**src/design/kfli_ram.sv**
```systemverilog
// ---------------------------------------------------------------------------
// kfli_ram: generic simple dual-port RAM
// One write port, one read port with registered read data.
// ---------------------------------------------------------------------------
module kfli_ram #(
	parameter int WIDTH = 32,
	parameter int DEPTH = 64
) (
	input  logic                     clk,
	input  logic                     we,
	input  logic [$clog2(DEPTH)-1:0] waddr,
	input  logic [WIDTH-1:0]         wdata,
	input  logic [$clog2(DEPTH)-1:0] raddr,
	output logic [WIDTH-1:0]         rdata
);

	logic [WIDTH-1:0] mem_q [DEPTH];

	always_ff @(posedge clk) begin
		if (we) begin
			mem_q[waddr] <= wdata;
		end
		rdata <= mem_q[raddr];
	end

endmodule

```
**config.mk**
```make
export PLATFORM = sky130hd
export DESIGN_NAME = kfli_ram
export DESIGN_NICKNAME = d
export VERILOG_FILES = /design/src/design/kfli_ram.sv
export SDC_FILE = /design/constraint.sdc
export NUM_CORES = 2
export LEC_CHECK = 0
export BUFFER_PORTS_ARGS = -buffer_cell sky130_fd_sc_hd__clkbuf_2
export CORE_MARGIN = 1
export CORE_UTILIZATION = 60
export DETAILED_ROUTE_END_ITERATION = 6
export PLACE_DENSITY = 0.76
export SLEW_MARGIN = 0
export SYNTH_ARGS = -nofsm -noshare
export SYNTH_HDL_FRONTEND = slang
export SYNTH_SLANG_ARGS = --single-unit
```
**constraint.sdc**
```tcl
create_clock -name clk -period 7.7 [get_ports clk]
set_input_delay 0.77 -clock clk [delete_from_list [all_inputs] [get_ports clk]]
set_output_delay 0.77 -clock clk [all_outputs]
set_load 0.05 [all_outputs]
```
==> flow_metrics.tcl <==
set metrics [dict create \
    rows 132 \
    path_max_fanout 78 \
    ant_nets 0 \
    syn_avg_cell_area_um2 23.6 \
    skew_ns 0.0324 \
    max_stage_delay_ns 0.60 \
    routed_wl_mm 200 \
    slew_violations 0 \
    synth_xor_area_frac 0 \
    max_freq_ghz 0.297 \
    vias 37893 \
    crit_slowest_cell "buf_4" \
    clk_pin_slew_ns 0.06 \
    synth_top_family_by_area "multiplexers" \
    placed_cells 5059 \
    hold_viol_final 0 \
    ys_warn_count 0 \
    cts_tree "done" \
    criticalPathCategory "primary input to flip-flop" \
    critPathLaunchType "primary input" \
    synthMuxAreaShare 0.168 \
    antenna_found_initial 8 \
    start_util 0.606 \
    synth_area_leaders "edfxtp_1 78%, mux4_2 16%, mux2i_1 1.2%" \
    grt_remaining_overflow 0 \
    r2r_setup_slack_ns 5.36 \
    path_cells "buf_8, buf_12, buf_4, mux4_2, mux4_2, o22ai_1, nor2_1" \
    cts_buffer_depth 3 \
    critPathLaunch "raddr[1]" \
    viasPerCell 7.00 \
    required_ns 8.34 \
    port_buffers 77 \
    p_leak_uw 0.0272 \
    cts_resized 0 \
    syn_inst 3324 \
    synth_seq_cells 2080 \
    dp_hpwl_mm 101 \
    yosysSeqAreaShare 0.791 \
    synth_area_mm2 0.0785 \
    synthSimpleGateAreaFrac 0.0127 \
    mostFrequentLayoutCells "2048 x edfxtp_1, 544 x mux4_2, 197 x clkbuf_16, 93 x mux2i_1, 91 x buf_4" \
    crit_top_cell "mux4_2" \
    ioPinCount 78 \
    cts_buffers 193 \
    track_usage 0.308 \
    grt_pass1_wl_mm 281 \
    rsz0062_at_grt "no" \
    synth_compound_area_frac 0.0167 \
    yosysUniqueCellTypes 34 \
    die_area_mm2 0.132 \
    status "completed" \
    worstSetupEndpointType "flip-flop" \
    cp-endpoint "rdata[30]$_DFF_P_" \
    holdBufCountCts 0 \
    ir_worst_vdd_mv 0.245 \
    fin_setup_tns_ns 0 \
    critPathTopFamily "buffers and inverters" \
    clock_latency_ns 0.81 \
    cp.arrival_ns 4.01 \
    route.detailed.drc 0 \
    drtPass1Iterations 5 \
    cp.buffers_inverters 3 \
    drt_iter0_drc 5703 \
    grt_max_degree 123 \
    crit_cells 7 \
    finalSetupViolCount 0 \
    synthAdderAreaFrac 0 \
    period_share 0.438 \
    yosys.area.top_type "edfxtp_1" \
    htree_levels 4 \
    area_delta_synth_final_pct 11.7 \
    reg2reg_from "mem_q[7][17]$_DFFE_PP_" \
    wire_per_inst_um 36.9 \
    stdcell_count 5414 \
    power_density_mw_per_mm2 264 \
    final_nets 3558 \
    drive_gt1_frac 0.284 \
    worstMarginPinSlew_ns 1.36 \
    r2r-end "rdata[17]$_DFF_P_" \
    gp_congestion 0.788 \
    coreArea_mm2 0.130 \
    cts_root_buf "clkbuf_16" \
    hp-class "primary input to flip-flop" \
    post_cts_buffers 0 \
    syn-num-nets 3370 \
    synth_top_cell_area_share 0.783 \
    final_common_cell "edfxtp_1" \
    max-cap-violations 0 \
    maxSlewHeadroom 0.0926 \
    grt_pass1_vias 38435 \
    die_x_um 364 \
    dieHeight_um 364 \
    worstRegToRegCells 5 \
    clock_sinks 2080 \
    min_period_ns 3.37 \
]
[logic make-up (layout without fill, tap and decap cells)]
kind of cell    after synthesis  after routing
flops                      2080           2080
compound gates              202            202
buf+inv                     182            527
other cells                   0              3
mux                         637            637
simple gates                223            223
[sequential cells by signal (all words and copies together) (netlist names)]
register  flops
mem_q      2048
rdata        32
[layout make-up]
| cell class | instances | area (µm²) |
|---|---|---|
| clock inverter | 87 | 847 |
| multi-input combinational | 1062 | 16000 |
| fill | 7553 | 42000 |
| sequential | 2080 | 62100 |
| antenna | 3 | 7.51 |
| tap | 1742 | 2180 |
| clock buffer | 265 | 5280 |
| timing repair buffer | 175 | 1250 |
[power by group]
part / internal (µW) / switching [µW]
sequential: 12500 / 56.0
combinational: 402 / 760
clock: 5340 / 4020
total: 18300 / 4840
[how the worst min path moves through the flow]
stage | endpoint | cells past startpoint | slack (ns) | start
global placement | rdata[4]$_DFF_P_ | 4 | 0.77 | mem_q[28][4]$_DFFE_PP_
global route | mem_q[49][14]$_DFFE_PP_ | 2 | 0.58 | waddr[1]
CTS | mem_q[49][14]$_DFFE_PP_ | 2 | 0.56 | waddr[1]
finish | mem_q[49][12]$_DFFE_PP_ | 2 | 0.61 | waddr[1]
floorplan | rdata[17]$_DFF_P_ | 4 | 0.66 | mem_q[12][17]$_DFFE_PP_
detailed placement | rdata[4]$_DFF_P_ | 4 | 0.81 | mem_q[28][4]$_DFFE_PP_
[metal layers]
layer | vias to the layer above | track usage | share of wire
li1 | 14639 | - | -
met1 | 19935 | 0.415 | 0.34
met2 | 2806 | 0.490 | 0.49
met5 | - | 0 | 0.00030
met3 | 505 | 0.0666 | 0.12
met4 | 8 | 0.144 | 0.049
[cells in the mapped netlist]
| cell type | n |
|---|---|
| a22oi_1 | 12 |
| o221ai_1 | 27 |
| mux4_2 | 544 |
| or3b_1 | 2 |
| buf_6 | 5 |
| o32ai_1 | 4 |
| buf_2 | 57 |
| nand4_1 | 2 |
| nand3b_1 | 5 |
| or2_0 | 1 |
| nor2b_1 | 15 |
| nand4b_1 | 1 |
| a21oi_1 | 62 |
| and2_1 | 2 |
| o22ai_1 | 84 |
| or2_2 | 1 |
| edfxtp_1 | 2048 |
| buf_4 | 25 |
| clkbuf_1 | 74 |
| or3b_2 | 3 |
| or3_1 | 3 |
| nand2b_1 | 8 |
| or2_1 | 1 |
| nand2_1 | 26 |
| mux2i_1 | 93 |
| buf_1 | 21 |
| a31oi_1 | 1 |
| dfxtp_1 | 32 |
| nand3_1 | 5 |
| nor3_1 | 7 |
| a311oi_1 | 8 |
| a41o_1 | 4 |
| and3_1 | 4 |
| nor2_1 | 137 |
[worst reg2reg max path, stage by stage, from the launching register on]
cell	delay [ns]
edfxtp_1	0.38
mux4_2	0.47
mux2i_1	0.21
nor2_1	0.08
a311oi_1	0.94
nor3_1	0.12
[metrics by stage]
step	setup WS, ns	instance area, µm²	hold WS (ns)	util	power, µW
4_1_cts	4.41	87700	0.561	0.676	23200
2_1_floorplan	3.77	78500	0.663	-	13500
3_3_place_gp	3.64	81500	0.769	0.629	13900
3_5_place_dp	3.58	81500	0.814	0.629	14000
6_report	4.33	87700	0.606	0.676	23100
5_1_grt	4.31	87700	0.584	0.676	23600
(Power assumes the default switching activity.)
